## src/sv/interior_pointer_range_lookup_defines.svh

```systemverilog
// Assertion macros shared by the range lookup block.
`ifndef INTERIOR_POINTER_RANGE_LOOKUP_DEFINES_SVH
`define INTERIOR_POINTER_RANGE_LOOKUP_DEFINES_SVH

// Consequent checked in the same cycle as the antecedent.
`define IPRL_ASSERT_NOW(label, ante, cons, msg) \
    label: assert property (@(posedge i_clk) disable iff (!i_rst_n) \
        (ante) |-> (cons)) else $error(msg);

// Consequent checked in the cycle after the antecedent.
`define IPRL_ASSERT_NEXT(label, ante, cons, msg) \
    label: assert property (@(posedge i_clk) disable iff (!i_rst_n) \
        (ante) |=> (cons)) else $error(msg);

`endif

```

## src/sv/iprl_pkg.sv

```systemverilog
package iprl_pkg;

    localparam int ADDR_W = 64;

    localparam logic [1:0] CMD_CLEAR  = 2'd0;
    localparam logic [1:0] CMD_INSERT = 2'd1;
    localparam logic [1:0] CMD_QUERY  = 2'd2;

    typedef struct packed {
        logic              have;
        logic [ADDR_W-1:0] lo;
        logic [ADDR_W-1:0] hi;
    } t_cand;

endpackage

```

## src/sv/iprl_cell.sv

```systemverilog
module iprl_cell #(
    parameter int CNT_W = 9,
    parameter int INDEX = 0
) (
    input  logic                         i_clk,
    input  logic                         i_rst_n,
    input  logic [CNT_W-1:0]             i_count,
    input  logic                         i_wr_en,
    input  logic [iprl_pkg::ADDR_W-1:0]  i_wr_lo,
    input  logic [iprl_pkg::ADDR_W-1:0]  i_wr_hi,
    input  logic [iprl_pkg::ADDR_W-1:0]  i_addr,
    input  logic                         i_tok,
    input  iprl_pkg::t_cand              i_cand,
    output logic                         o_tok,
    output iprl_pkg::t_cand              o_cand
);
    import iprl_pkg::*;

    logic [ADDR_W-1:0] r_lo;
    logic [ADDR_W-1:0] r_hi;
    logic              r_tok;
    t_cand             r_cand;
    logic              w_live;
    logic              w_take;

    // An entry at or above the fill count is stale and never competes.
    assign w_live = CNT_W'(INDEX) < i_count;
    assign w_take = w_live && (r_lo <= i_addr) && (!i_cand.have || (r_lo >= i_cand.lo));

    always_ff @(posedge i_clk) begin
        if (i_wr_en && (i_count == CNT_W'(INDEX))) begin
            r_lo <= i_wr_lo;
            r_hi <= i_wr_hi;
        end
    end

    always_ff @(posedge i_clk) begin
        if (!i_rst_n) begin
            r_tok <= 1'b0;
        end else begin
            r_tok <= i_tok;
        end
    end

    always_ff @(posedge i_clk) begin
        if (w_take) begin
            r_cand.have <= 1'b1;
            r_cand.lo   <= r_lo;
            r_cand.hi   <= r_hi;
        end else begin
            r_cand <= i_cand;
        end
    end

    assign o_tok  = r_tok;
    assign o_cand = r_cand;

endmodule
```

## config.mk

```make
export PLATFORM = sky130hd
export DESIGN_NAME = iprl_cell
export DESIGN_NICKNAME = d
export VERILOG_FILES = /design/src/sv/interior_pointer_range_lookup_defines.svh /design/src/sv/iprl_pkg.sv /design/src/sv/iprl_cell.sv
export SDC_FILE = /design/constraint.sdc
export NUM_CORES = 1
export LEC_CHECK = 0
export ABC_CLOCK_PERIOD_IN_PS = 8400
export BUFFER_PORTS_ARGS = -buffer_cell sky130_fd_sc_hd__buf_2
export CORE_AREA = 2 2 179 181
export CTS_BUF_LIST = sky130_fd_sc_hd__clkbuf_4 sky130_fd_sc_hd__clkbuf_8
export CTS_CLUSTER_DIAMETER = 50
export DETAILED_ROUTE_END_ITERATION = 6
export DIE_AREA = 0 0 181 183
export PLACE_DENSITY = 0.65
export SKIP_LAST_GASP = 1
export SYNTH_ARGS = -nofsm -noshare
export SYNTH_HDL_FRONTEND = slang
export SYNTH_SLANG_ARGS = --single-unit
```

## constraint.sdc

```tcl
create_clock -name i_clk -period 8.4 [get_ports i_clk]
set_clock_uncertainty 0.15 [all_clocks]
set_input_delay 1.68 -clock i_clk [delete_from_list [all_inputs] [get_ports i_clk]]
set_output_delay 1.68 -clock i_clk [all_outputs]
set_load 0.02 [all_outputs]
```

=== Yosys cells after proc, flatten, opt, wreduce, memory -nomap -nowiden ===
Index checks and enable logic that the tools add are counted.

* Multiplexer cells: 1
* Order comparisons: 3
* Reduce and logical (&&, ||, !) cells: 6

{| class="wikitable"
|+ Operator list
! cell !! count
|-
| $mux 128 || 1
|-
| $ge 64x64->1 || 1
|-
| $le 64x64->1 || 1
|-
| $logic_not 9->1 || 1
|-
| $lt 1x9->1 const A || 1
|-
| $logic_and 1x1->1 || 3
|-
| $logic_not 1->1 || 1
|-
| $logic_or 1x1->1 || 1
|}

* Logic and storage cells: 16
* Bits in registers: 258
* Input bits: 334
* Output and inout bits: 130

=== Logic depth before layout (Yosys ltp) ===
Gate-level depths: netlist (run 1).

* Depth after elaboration: 4
* Mapped depth: 12
* Gate-level depth less buffers: 10

=== Least setup slack after synthesis (run 1) ===
No wires, ideal clock.

* Path kind: in2reg
* Start: input i_count[2]
* End: register r_hi[0], enable pin
* Cell stages on the path: 4
* Buffers on the path: 0
* Slack: 2.491 ns
* Data required time: 7.748 ns
* Setup time: 0.502 ns
* Data arrival time: 5.257 ns
* Cells stage by stage: nor4_1 -> nand2_1 -> nor4_1 -> and2_1

* Longest elaborated chain between the ends: 2

{| class="wikitable"
|+ Ends and longest elaborated chain
! item !! RTL line !! text
|-
| start: declaration || iprl_cell.sv:7 || <nowiki>input logic [CNT_W-1:0] i_count,</nowiki>
|-
| $logic_not 9->1 || iprl_cell.sv:31 || <nowiki>if (i_wr_en && (i_count == CNT_W'(INDEX))) begin</nowiki>
|-
| $logic_and 1x1->1 || iprl_cell.sv:31 ||
|-
| end signal: assignment || iprl_cell.sv:33 || <nowiki>r_hi <= i_wr_hi;</nowiki>
|-
| end: declaration || iprl_cell.sv:20 || <nowiki>logic [ADDR_W-1:0] r_hi;</nowiki>
|}

No other way between the ends.
A chain may end at the register's enable or synchronous reset.

=== Worst setup path after layout (run 1) ===
* Start: input i_addr[61] (netlist bit)
* End: register r_cand (netlist bit o_cand[5])

* Longest elaborated chain between the ends: 4

{| class="wikitable"
|+ Ends and longest elaborated chain
! item !! RTL line !! text
|-
| start: declaration || iprl_cell.sv:11 || <nowiki>input logic [iprl_pkg::ADDR_W-1:0] i_addr,</nowiki>
|-
| $le 64x64->1 || iprl_cell.sv:28 || <nowiki>assign w_take = w_live && (r_lo <= i_addr) && (!i_cand.have || (r_lo >= i_cand.lo));</nowiki>
|-
| $logic_and 1x1->1 (2 in series) || iprl_cell.sv:28 ||
|-
| $mux 128 || iprl_cell.sv:46 || <nowiki>if (w_take) begin</nowiki>
|-
| end signal: assignment || iprl_cell.sv:51 || <nowiki>r_cand <= i_cand;</nowiki>
|-
| end: declaration || iprl_cell.sv:22 || <nowiki>t_cand r_cand;</nowiki>
|}

No other way between the ends.

==> impl_metrics.toml, run 1 <==
[outcome]
run_status = "finished clean"

[cts]
cts_tree = "built"
htree_levels = 2
numCtsBuffers = 48
cts-root-buf = "sky130_fd_sc_hd__clkbuf_8"
path_clk_slew_ns = 0.06
cts.sinks = 258
cts_setup_buffers = 0
cts-hold-fix-buffers = 0
insertion_delay_to_the_later_sink_of_the_worst_skew_pair_ns = 0.56
cts_resized = 0
cts_max_path_buffers = 3

[logic_synthesis]
async_flop_share_pct = 0
syn_nets = 1324
syn_area_per_cell_um2 = 13.80
synth.lib_cells_used.distinct = 47
post_syn_area_um2 = 11900
synthCells = 862
ys.flop_type = "sky130_fd_sc_hd__dfxtp_1"
synth.ff_latch_count = 258
sequential_element_share_of_the_synthesized_area_pct = 54.19
number_of_enable_type_register_cells_in_the_synthesized_netlist = 128
yosys_warnings = 0

[global_routing]
antenna_found_initial = 8
grt_first_pass_wirelength_mm = 48.04
grt.overflow.total = 0
track_usage_pct = 18.89
first_global_vias = 8836
grt_max_degree = 72

[sta]
post-route-period-util_pct = 61.09
final-setup-viol-count = 0
final_hold_vio_count = 0
maxSlewViolCount = 0
clock.fmax_mhz = 194.9
final_critical_path_setup_slack_ns = 3.269
fin_tns_setup_ns = 0
worst_slew_margin_rel_pct = 34.77
tightestPinTransition_ns = 0.9694
period_needed_ns = 5.131
unrepaired_setup_endpoints_after_global_routing = "no"

[setup_path]
worstPathMaxFanout = 42
worstReg2RegEnd = "o_cand[5]"
crit_path_cell_trace = "buf_2 > inv_1 > ha_1 > nand4_1 > nor4_1 > nand4_1 > nor3_1 > a21oi_1 > a21oi_4 > buf_4 > buf_4 > mux2_2"
cp_slowest_stage_delay_ns = 0.88
r2r_setup_slack_ns = 4.07
cp_top_family = "simple AND/OR/NAND/NOR gates"
crit_required_ns = 8.69
worst-path-buf-inv = 4
worstPathArrival_ns = 5.42
category_of_the_critical_setup_timing_path = "in2reg"
regToRegStartpoint = "r_lo[59]"
critical_path.startpoint_type = "input port"
worst_setup_path_end_kind = "flip-flop"
timing.reg2reg.worst_path_depth = 10
cp_slowest_cell = "sky130_fd_sc_hd__nor4_1"

[layout]
final_net_count = 1829
finalNonFillerCells = 1816
most-common-layout-cells = "sky130_fd_sc_hd__buf_2 (463), sky130_fd_sc_hd__dfxtp_1 (130), sky130_fd_sc_hd__ha_1 (128), sky130_fd_sc_hd__edfxtp_1 (128), sky130_fd_sc_hd__inv_1 (127)"
areaGrowthSynthToFinish_pct = 31.35
final.fill_count = 2831
drive_gt1_share_pct = 48.61
layout_commonest_cell = "sky130_fd_sc_hd__buf_2"

[placement]
place_hpwl_mm = 26.04
placed_cells_incl_taps = 1719
routabilityCongestion = 0.8467
dp_slack_ns = 2.688
port_buffers = 463

[detailed_routing]
finalWirelength_mm = 32.35
remaining_drc_errors = 0
drt.antenna.violating_nets = 0
via_per_inst = 4.634
detailedRoute.firstPassIterationCount = 6
routed-via-count = 8416
wl_per_cell_um = 17.82
initialDrtViolationCount = 254

[power_and_ir_drop]
p_seq_share_pct = 44.0
clock_network_fraction_of_total_power_pct = 43.1
p_sw_share_pct = 24.44
power.leakage_nw = 7.681
max-vdd-ir-drop_uv = 136.8
internal-power_mw = 2.376
combPwrFrac_pct = 13.0
overall_power_after_layout_mw = 3.145
power_density_over_the_cells_nw_per_um2 = 201.3
power.switching_mw = 0.7685

[die]
die_height_um = 183
die_width_um = 181
floorplan.io_pins = 464
start_util_pct = 38.09
die-area_um2 = 33120
core_um2 = 31230
fp-row-count = 65

[hold_path]
whs_path_depth = 1
min-delay-start = "r_hi[15]"
worst_hold_path_type = "reg2reg"
worst_hold_path.endpoint = "o_cand[15]"

[job]
cap_viol_max_count = 0
[stage by stage]
step                utilization (%)  cell area [um2]  hold slack, ns
floorplan                         -            11900          0.2977
global placement              46.47            14510          0.3007
detailed placement            46.47            14510          0.3093
CTS                           49.97            15610          0.3203
global route                  50.02            15620          0.3337
finish                        50.03            15620          0.3164
[worst register-to-register path: stages, from the launching register on]
cell and delay [ns]:
sky130_fd_sc_hd__edfxtp_1 0.44, sky130_fd_sc_hd__ha_1 0.35, sky130_fd_sc_hd__nand4_1 0.17, sky130_fd_sc_hd__nor4_1 0.86, sky130_fd_sc_hd__nand4_1 0.27, sky130_fd_sc_hd__nor3_1 0.25, sky130_fd_sc_hd__a21oi_1 0.11, sky130_fd_sc_hd__a21oi_4 0.20
sky130_fd_sc_hd__buf_4 0.35, sky130_fd_sc_hd__buf_4 0.65, sky130_fd_sc_hd__mux2_2 0.43
[kinds of logic after synthesis]
| family | Yosys count | share of synthesized area, % |
|---|---|---|
| adders and majority gates | 128 | 13.46 |
| and+or+nand+nor | 101 | 4.712 |
| muxes | 128 | 15.90 |
| AOI/OAI and AO/OA | 106 | 5.438 |
| DFF | 258 | 54.19 |
| buffers and inverters | 141 | 6.290 |
[cell type report]
| type | instances | area, um2 | area share [%] |
|---|---|---|---|
| tap | 402 | 503.0 | 3.219 |
| clock buffer | 65 | 825.8 | 5.286 |
| inverter | 127 | 476.7 | 3.051 |
| multi-input combinational | 463 | 4711 | 30.15 |
| sequential | 258 | 6446 | 41.26 |
| timing repair buffer | 469 | 2375 | 15.20 |
| clock inverter | 25 | 269.0 | 1.722 |
| antenna | 7 | 17.52 | 0.1121 |
[worst max path at each step]
stage	startpoint	endpoint	cells past startpoint
2_1_floorplan	i_count[2]	r_hi[0]	4
3_3_place_gp	i_addr[61]	o_cand[5]	12
3_5_place_dp	i_addr[63]	o_cand[1]	12
4_1_cts	i_addr[63]	o_cand[1]	12
5_1_grt	i_addr[63]	o_cand[3]	12
6_report	i_addr[61]	o_cand[5]	12
[power groups by stage]
stage | Combinational (mW) | Clock, mW | Sequential [mW]
after floorplan | 0.195 | 0 | 1.47
after global placement | 0.405 | 0 | 1.41
after detailed placement | 0.411 | 0 | 1.41
after CTS | 0.413 | 1.39 | 1.38
after global routing | 0.440 | 1.45 | 1.39
final | 0.408 | 1.35 | 1.38
[cell usage after synthesis, types with 2 or more instances]
library cell	n	share of area, %
sky130_fd_sc_hd__or3_1	2	0.11
sky130_fd_sc_hd__inv_1	127	4.0
sky130_fd_sc_hd__a41oi_1	2	0.15
sky130_fd_sc_hd__a21o_1	8	0.50
sky130_fd_sc_hd__mux2_2	8	0.76
sky130_fd_sc_hd__nor3_1	6	0.25
sky130_fd_sc_hd__a21oi_1	45	1.9
sky130_fd_sc_hd__o21ai_0	21	0.88
sky130_fd_sc_hd__ha_1	128	13
sky130_fd_sc_hd__buf_12	13	2.2
sky130_fd_sc_hd__and4_1	3	0.22
sky130_fd_sc_hd__a211oi_1	6	0.38
sky130_fd_sc_hd__and2_1	3	0.16
sky130_fd_sc_hd__nand4_1	20	1.1
sky130_fd_sc_hd__nand2_1	22	0.69
sky130_fd_sc_hd__dfxtp_1	130	22
sky130_fd_sc_hd__nand2b_1	2	0.11
sky130_fd_sc_hd__mux2_4	120	15
sky130_fd_sc_hd__o211ai_1	4	0.25
sky130_fd_sc_hd__nor2b_1	3	0.16
sky130_fd_sc_hd__edfxtp_1	128	32
sky130_fd_sc_hd__nor2_1	13	0.41
sky130_fd_sc_hd__nand3_1	13	0.55
sky130_fd_sc_hd__o2111ai_1	2	0.15
sky130_fd_sc_hd__o21a_1	4	0.25
sky130_fd_sc_hd__nor4_1	7	0.37
sky130_fd_sc_hd__a22oi_1	2	0.13
[routing by layer]
layer  track usage, %  wire, um
met5                0        13
met2            33.63     16190
met4            6.927       848
met3            5.203      2317
met1            21.77     12980
[registers in the layout, indices dropped and copies added, names as in the netlist]
name / flops
o_tok: 1
r_lo: 64
r_hi: 64
o_cand: 129
Power figures use the tool's default switching activity.
==> run 2, diff against run 1 <==
- ABC_AREA: default -> 1
- ABC_CLOCK_PERIOD_IN_PS: 8400 -> 5400
- CORE_AREA: 2 2 179 181 -> 2 2 181 183
- DIE_AREA: 0 0 181 183 -> 0 0 183 185
- PLACE_DENSITY: 0.65 -> 0.64
- clock period: 8.4 -> 5.4 ns (I/O delays scaled with it)
==> run 2 against run 1 <==
Sequential share of layout area is the same. Non-clock buffer count increased by 3. First-iteration DRC count increased by 110%. Power increased by 52%. Die area up 2.2%. Final cell count is 19% higher. Hold slack gained 0.020 ns. Flip-flop and latch count unchanged. Global-route usage up 2.2 points. Clock power rose by 47%. Critical path type unchanged. Critical endpoint is now o_cand[7]. Highest routed layer unchanged.
==> impl_metrics.toml, run 2 <==
[detailed_routing]
routed-via-count = 10460
via_per_inst = 4.833
remaining_drc_errors = 0
wl_per_cell_um = 17.08
drt.antenna.violating_nets = 0
detailedRoute.firstPassIterationCount = 5
initialDrtViolationCount = 535
finalWirelength_mm = 36.97

[sta]
final_hold_vio_count = 0
period_needed_ns = 3.685
maxSlewViolCount = 0
post-route-period-util_pct = 68.25
fin_tns_setup_ns = 0
unrepaired_setup_endpoints_after_global_routing = "no"
final-setup-viol-count = 0
worst_slew_margin_rel_pct = 32.21
tightestPinTransition_ns = 1.017
clock.fmax_mhz = 271.3

[global_routing]
grt_first_pass_wirelength_mm = 54.92
antenna_found_initial = 8
grt_max_degree = 129
grt.overflow.total = 0
track_usage_pct = 21.05
first_global_vias = 10340

[die]
fp-row-count = 66
die_height_um = 185
die_width_um = 183
start_util_pct = 37.44
floorplan.io_pins = 464
die-area_um2 = 33860
core_um2 = 32040

[setup_path]
critPathLaunch = "i_addr[45]"
crit_path_cell_trace = "buf_2 > inv_1 > ha_1 > nand4_1 > nor2_1 > nand3_1 > nor3b_2 > nand4_1 > nand2_4 > buf_4 > nand4_1 > nand2_1"
crit_required_ns = 5.76
critical_path.startpoint_type = "input port"
cp_slowest_stage_delay_ns = 0.63
worstPathArrival_ns = 4.05
worst_setup_path_end_kind = "flip-flop"
regToRegStartpoint = "r_lo[46]"
worstPathMaxFanout = 67
category_of_the_critical_setup_timing_path = "in2reg"
cp_slowest_cell = "sky130_fd_sc_hd__buf_4"
critPathMostFrequentCell = "sky130_fd_sc_hd__nand4_1"

[logic_synthesis]
sequential_element_share_of_the_synthesized_area_pct = 53.74
synth.most_common_cell = "sky130_fd_sc_hd__nand2_1"
syn_nets = 1711
synthCells = 1249
synth.ff_latch_count = 258
synth_commonest_cells = "sky130_fd_sc_hd__nand2_1 (369), sky130_fd_sc_hd__inv_1 (154), sky130_fd_sc_hd__nand4_1 (138), sky130_fd_sc_hd__dfxtp_1 (130)"
number_of_enable_type_register_cells_in_the_synthesized_netlist = 128
async_flop_share_pct = 0
synth_top_area_share_pct = 32.04
ys.flop_type = "sky130_fd_sc_hd__dfxtp_1"
synth.lib_cells_used.distinct = 25
post_synth_main_area_contributors = "sky130_fd_sc_hd__edfxtp_1 (32%), sky130_fd_sc_hd__dfxtp_1 (22%), sky130_fd_sc_hd__ha_1 (13%), sky130_fd_sc_hd__nand2_1 (12%), sky130_fd_sc_hd__nand4_1 (7.2%)"
post_syn_area_um2 = 12000
yosys_warnings = 0
synth_largest_area_cell = "sky130_fd_sc_hd__edfxtp_1"
syn_area_per_cell_um2 = 9.604

[cts]
cts_tree = "built"
numCtsBuffers = 47
cts_resized = 0
cts-hold-fix-buffers = 0
cts.sinks = 258
cts_max_path_buffers = 3
htree_levels = 2
cts_setup_buffers = 0
insertion_delay_to_the_later_sink_of_the_worst_skew_pair_ns = 0.58
cts-root-buf = "sky130_fd_sc_hd__clkbuf_8"
path_clk_slew_ns = 0.07

[layout]
largest_register_ffs = 129
final_area_um2 = 15620
final_net_count = 2176
drive_gt1_share_pct = 32.10
utilization_pct = 48.76
areaGrowthSynthToFinish_pct = 30.25
most-common-layout-cells = "sky130_fd_sc_hd__buf_2 (463), sky130_fd_sc_hd__nand2_1 (367), sky130_fd_sc_hd__inv_1 (154)"
layout_commonest_cell = "sky130_fd_sc_hd__buf_2"
final.fill_count = 3077
finalNonFillerCells = 2164

[placement]
placed_cells_incl_taps = 2073
port_buffers = 463
placement.cell_area_um2 = 14590
routabilityCongestion = 0.9267
place_hpwl_mm = 27.27

[outcome]
run_status = "finished clean"

[job]
cap_viol_max_count = 0

[power_and_ir_drop]
max-vdd-ir-drop_uv = 206.1
power.leakage_nw = 8.109
overall_power_after_layout_mw = 4.786
power_density_over_the_cells_nw_per_um2 = 306.3

[hold_path]
min-delay-start = "r_hi[47]"
worst_hold_path_type = "reg2reg"
run 2: critical path, delay by kind of cell:
family / cells / cell delay (ns)
buf+inv: 3 / 0.76
simple gates: 8 / 1.86
fa+ha+maj: 1 / 0.29
run 2: layout make-up:
cell class | count | area (um2) | share of cell area, %
sequential | 258 | 6446 | 41.26
clock buffer | 69 | 830.8 | 5.318
tap | 408 | 510.5 | 3.267
multi-input combinational | 780 | 4641 | 29.70
timing repair buffer | 472 | 2410 | 15.42
inverter | 155 | 581.8 | 3.724
antenna | 5 | 12.51 | 0.08008
clock inverter | 17 | 191.4 | 1.225
run 2: cell families (layout without fill, tap and decap cells):
group,after synthesis,count (layout),synth area share (%)
and+or+nand+nor,560,560,20.85
DFF,258,258,53.74
buffers and inverters,211,713,7.927
adders and majority gates,128,128,13.35
AOI/OAI and AO/OA,92,92,4.131
other,0,5,0
run 2: power by group:
part / switching, mW / internal [mW]
clock network: 0.841 / 1.14
logic: 0.393 / 0.240
registers: 0.0255 / 2.14
total: 1.26 / 3.53
run 2: worst paths after layout:
check / endpoint / slack [ns] / depth (start not counted)
max: o_cand[7] / 1.71 / 12
min: o_cand[47] / 0.34 / 2
max reg2reg: o_cand[7] / 1.83 / 10
min reg2reg: o_cand[47] / 0.34 / 2
run 2: routing by layer:
metal  vias to the layer above  GRT usage, %  wire, um
met1                      4740         24.79     14760
met4                         8         8.192      1154
li1                       5176             -         -
met2                       456         36.24     17790
met3                        78         6.154      3218
met5                         -             0        52
run 2: stage by stage:
step	setup WS (ns)	hold slack, ns
after detailed placement	1.060	0.3297
after CTS	1.687	0.3391
final	1.715	0.3363
after floorplan	1.176	0.3175
after global placement	1.083	0.3220
after global routing	1.469	0.3608
==> run 3, diff against run 2 <==
- ABC_CLOCK_PERIOD_IN_PS: 5400 -> 3750
- clock period: 5.4 -> 3.75 ns (I/O delays scaled with it)
==> run 3 against run 2 <==
Critical path depth decreased by 2. First-iteration DRC count decreased by 13%. Utilization increased by 0.24 points. Setup slack got worse by 1.1 ns. Routed wire length decreased by 0.80%. Non-clock buffer count increased by 11. Sequential share of layout area decreased by 0.20 points. Clock power increased by 33%. Final cell count increased by 0.42%. Clock-buffer cell count increased by 3. Design area increased by 0.50%. Register-to-register slack got worse by 1.2 ns. Critical endpoint unchanged. Largest power group unchanged.
==> impl_metrics.toml, run 3 (synthesis gave the netlist of run 2 again) <==
[sta]
tightestPinTransition_ns = 0.8597
timing.hold.ws_ns = 0.2121
period_needed_ns = 3.150
unrepaired_setup_endpoints_after_global_routing = "no"
final-setup-viol-count = 0
maxSlewViolCount = 0
worst_slew_margin_rel_pct = 42.69
post-route-period-util_pct = 84.00
final_hold_vio_count = 0
clock.fmax_mhz = 317.5

[layout]
final_area_um2 = 15700
drive_gt1_share_pct = 32.58
most-common-layout-cells = "sky130_fd_sc_hd__buf_2 (463), sky130_fd_sc_hd__nand2_1 (367), sky130_fd_sc_hd__inv_1 (154)"
layout_commonest_cell = "sky130_fd_sc_hd__buf_2"
largest_register_ffs = 129
areaGrowthSynthToFinish_pct = 30.90
final.fill_count = 3045
utilization_pct = 49.00
final_net_count = 2185
finalNonFillerCells = 2173

[power_and_ir_drop]
p_sw_share_pct = 26.54
power.leakage_nw = 8.154
max-vdd-ir-drop_uv = 268.6
power_density_over_the_cells_nw_per_um2 = 426.5
overall_power_after_layout_mw = 6.696
clock_network_fraction_of_total_power_pct = 39.6
power.switching_mw = 1.777
combPwrFrac_pct = 13.8
internal-power_mw = 4.919
p_seq_share_pct = 46.6

[die]
die-area_um2 = 33860
die_width_um = 183
die_height_um = 185
floorplan.io_pins = 464
start_util_pct = 37.44
fp-row-count = 66
core_um2 = 32040

[global_routing]
first_global_vias = 10540
track_usage_pct = 20.71
grt_max_degree = 74
antenna_found_initial = 8
grt_first_pass_wirelength_mm = 54.68
grt.overflow.total = 0

[cts]
cts_max_path_buffers = 3
cts.sinks = 258
cts-root-buf = "sky130_fd_sc_hd__clkbuf_8"
path_clk_slew_ns = 0.06
cts-hold-fix-buffers = 0
insertion_delay_to_the_later_sink_of_the_worst_skew_pair_ns = 0.56
cts_setup_buffers = 0
cts_resized = 0
numCtsBuffers = 45
cts_tree = "built"
htree_levels = 2

[detailed_routing]
remaining_drc_errors = 0
initialDrtViolationCount = 466
finalWirelength_mm = 36.67
wire_length_on_met1_mm = 14.80
via_per_inst = 4.822
top_layer = "met5"
detailroute.wirelength.met2_mm = 17.58
detailedRoute.firstPassIterationCount = 4
drt.antenna.violating_nets = 0
routed-via-count = 10480
wl_per_cell_um = 16.88
met3_length_mm = 2.952

[placement]
routabilityCongestion = 0.8777
place_hpwl_mm = 27.69
port_buffers = 463
placed_cells_incl_taps = 2084
placement.cell_area_um2 = 14750

[setup_path]
category_of_the_critical_setup_timing_path = "reg2reg"
worstPathMaxFanout = 44
critical_path.startpoint_type = "flip-flop"
worst_setup_path_end_kind = "flip-flop"
crit_required_ns = 4.04
worstPathArrival_ns = 3.44

[outcome]
run_status = "finished clean"

[hold_path]
worst_hold_path_type = "in2reg"

[job]
cap_viol_max_count = 0
==> run 3: cell count changes in the layout (fill, tap and decap cells not counted) <==
cell and change:
sky130_fd_sc_hd__clkinv_4 +1, sky130_fd_sc_hd__diode_2 +1, sky130_fd_sc_hd__clkinvlp_4 -1, sky130_fd_sc_hd__inv_6 +1, sky130_fd_sc_hd__clkinv_2 +1, sky130_fd_sc_hd__nor4_4 +1
sky130_fd_sc_hd__clkinv_8 -2, sky130_fd_sc_hd__bufinv_16 -3, sky130_fd_sc_hd__clkbuf_8 +3, sky130_fd_sc_hd__nor4_1 -1, sky130_fd_sc_hd__buf_4 +6, sky130_fd_sc_hd__inv_8 -1
sky130_fd_sc_hd__buf_12 +5, sky130_fd_sc_hd__clkinv_1 -2
==> run 3: area by class of cell <==
class / instances / area (um2) / share of cell area [%]
Sequential cell: 258 / 6446 / 41.06
Multi-Input combinational cell: 780 / 4656 / 29.65
Timing Repair Buffer: 483 / 2555 / 16.27
Clock buffer: 72 / 872.1 / 5.554
Inverter: 155 / 581.8 / 3.705
Tap cell: 408 / 510.5 / 3.251
Clock inverter: 11 / 65.06 / 0.4144
Antenna cell: 6 / 15.01 / 0.09563
==> run 3: final timing paths <==
check / start / endpoint / slack [ns] / cells past startpoint
setup / recovery: r_lo[63] / o_cand[7] / 0.60 / 10
hold / removal: i_wr_lo[2] / r_lo[2] / 0.21 / 1
setup reg to reg: r_lo[63] / o_cand[7] / 0.60 / 10
hold reg to reg: r_hi[49] / o_cand[49] / 0.34 / 2
==> run 3: layer usage <==
| metal | vias up | global-route usage [%] |
|---|---|---|
| met1 | 4751 | 24.33 |
| met5 | - | 0 |
| met3 | 86 | 5.210 |
| li1 | 5186 | - |
| met4 | 6 | 8.928 |
| met2 | 450 | 35.97 |
==> run 3: power groups by stage <==
stage	Combinational (mW)	Sequential [mW]	Clock, mW
6_report	0.926	3.12	2.65
5_1_grt	1.02	3.13	2.84
4_1_cts	0.933	3.12	2.72
3_5_place_dp	0.929	3.18	0
3_3_place_gp	0.913	3.18	0
2_1_floorplan	0.351	3.34	0
==> run 3: per-stage QoR <==
| step | TNS [ns] | worst slack (ns) |
|---|---|---|
| floorplan | -5.140 | -0.04015 |
| global placement | 0 | 0.2925 |
| detailed placement | 0 | 0.2100 |
| CTS | 0 | 0.5800 |
| global route | 0 | 0.4507 |
| finish | 0 | 0.6000 |
==> run 3: worst max-delay path, stage by stage (launching register included) <==
cell and delay, ns:
sky130_fd_sc_hd__edfxtp_1 0.46, sky130_fd_sc_hd__ha_1 0.36, sky130_fd_sc_hd__nand4_1 0.14, sky130_fd_sc_hd__nor3_1 0.42
sky130_fd_sc_hd__nor3b_2 0.31, sky130_fd_sc_hd__nand4_1 0.18, sky130_fd_sc_hd__nand2_4 0.15, sky130_fd_sc_hd__nand3_4 0.35
sky130_fd_sc_hd__buf_12 0.34, sky130_fd_sc_hd__nand2_1 0.13, sky130_fd_sc_hd__nand2_1 0.05
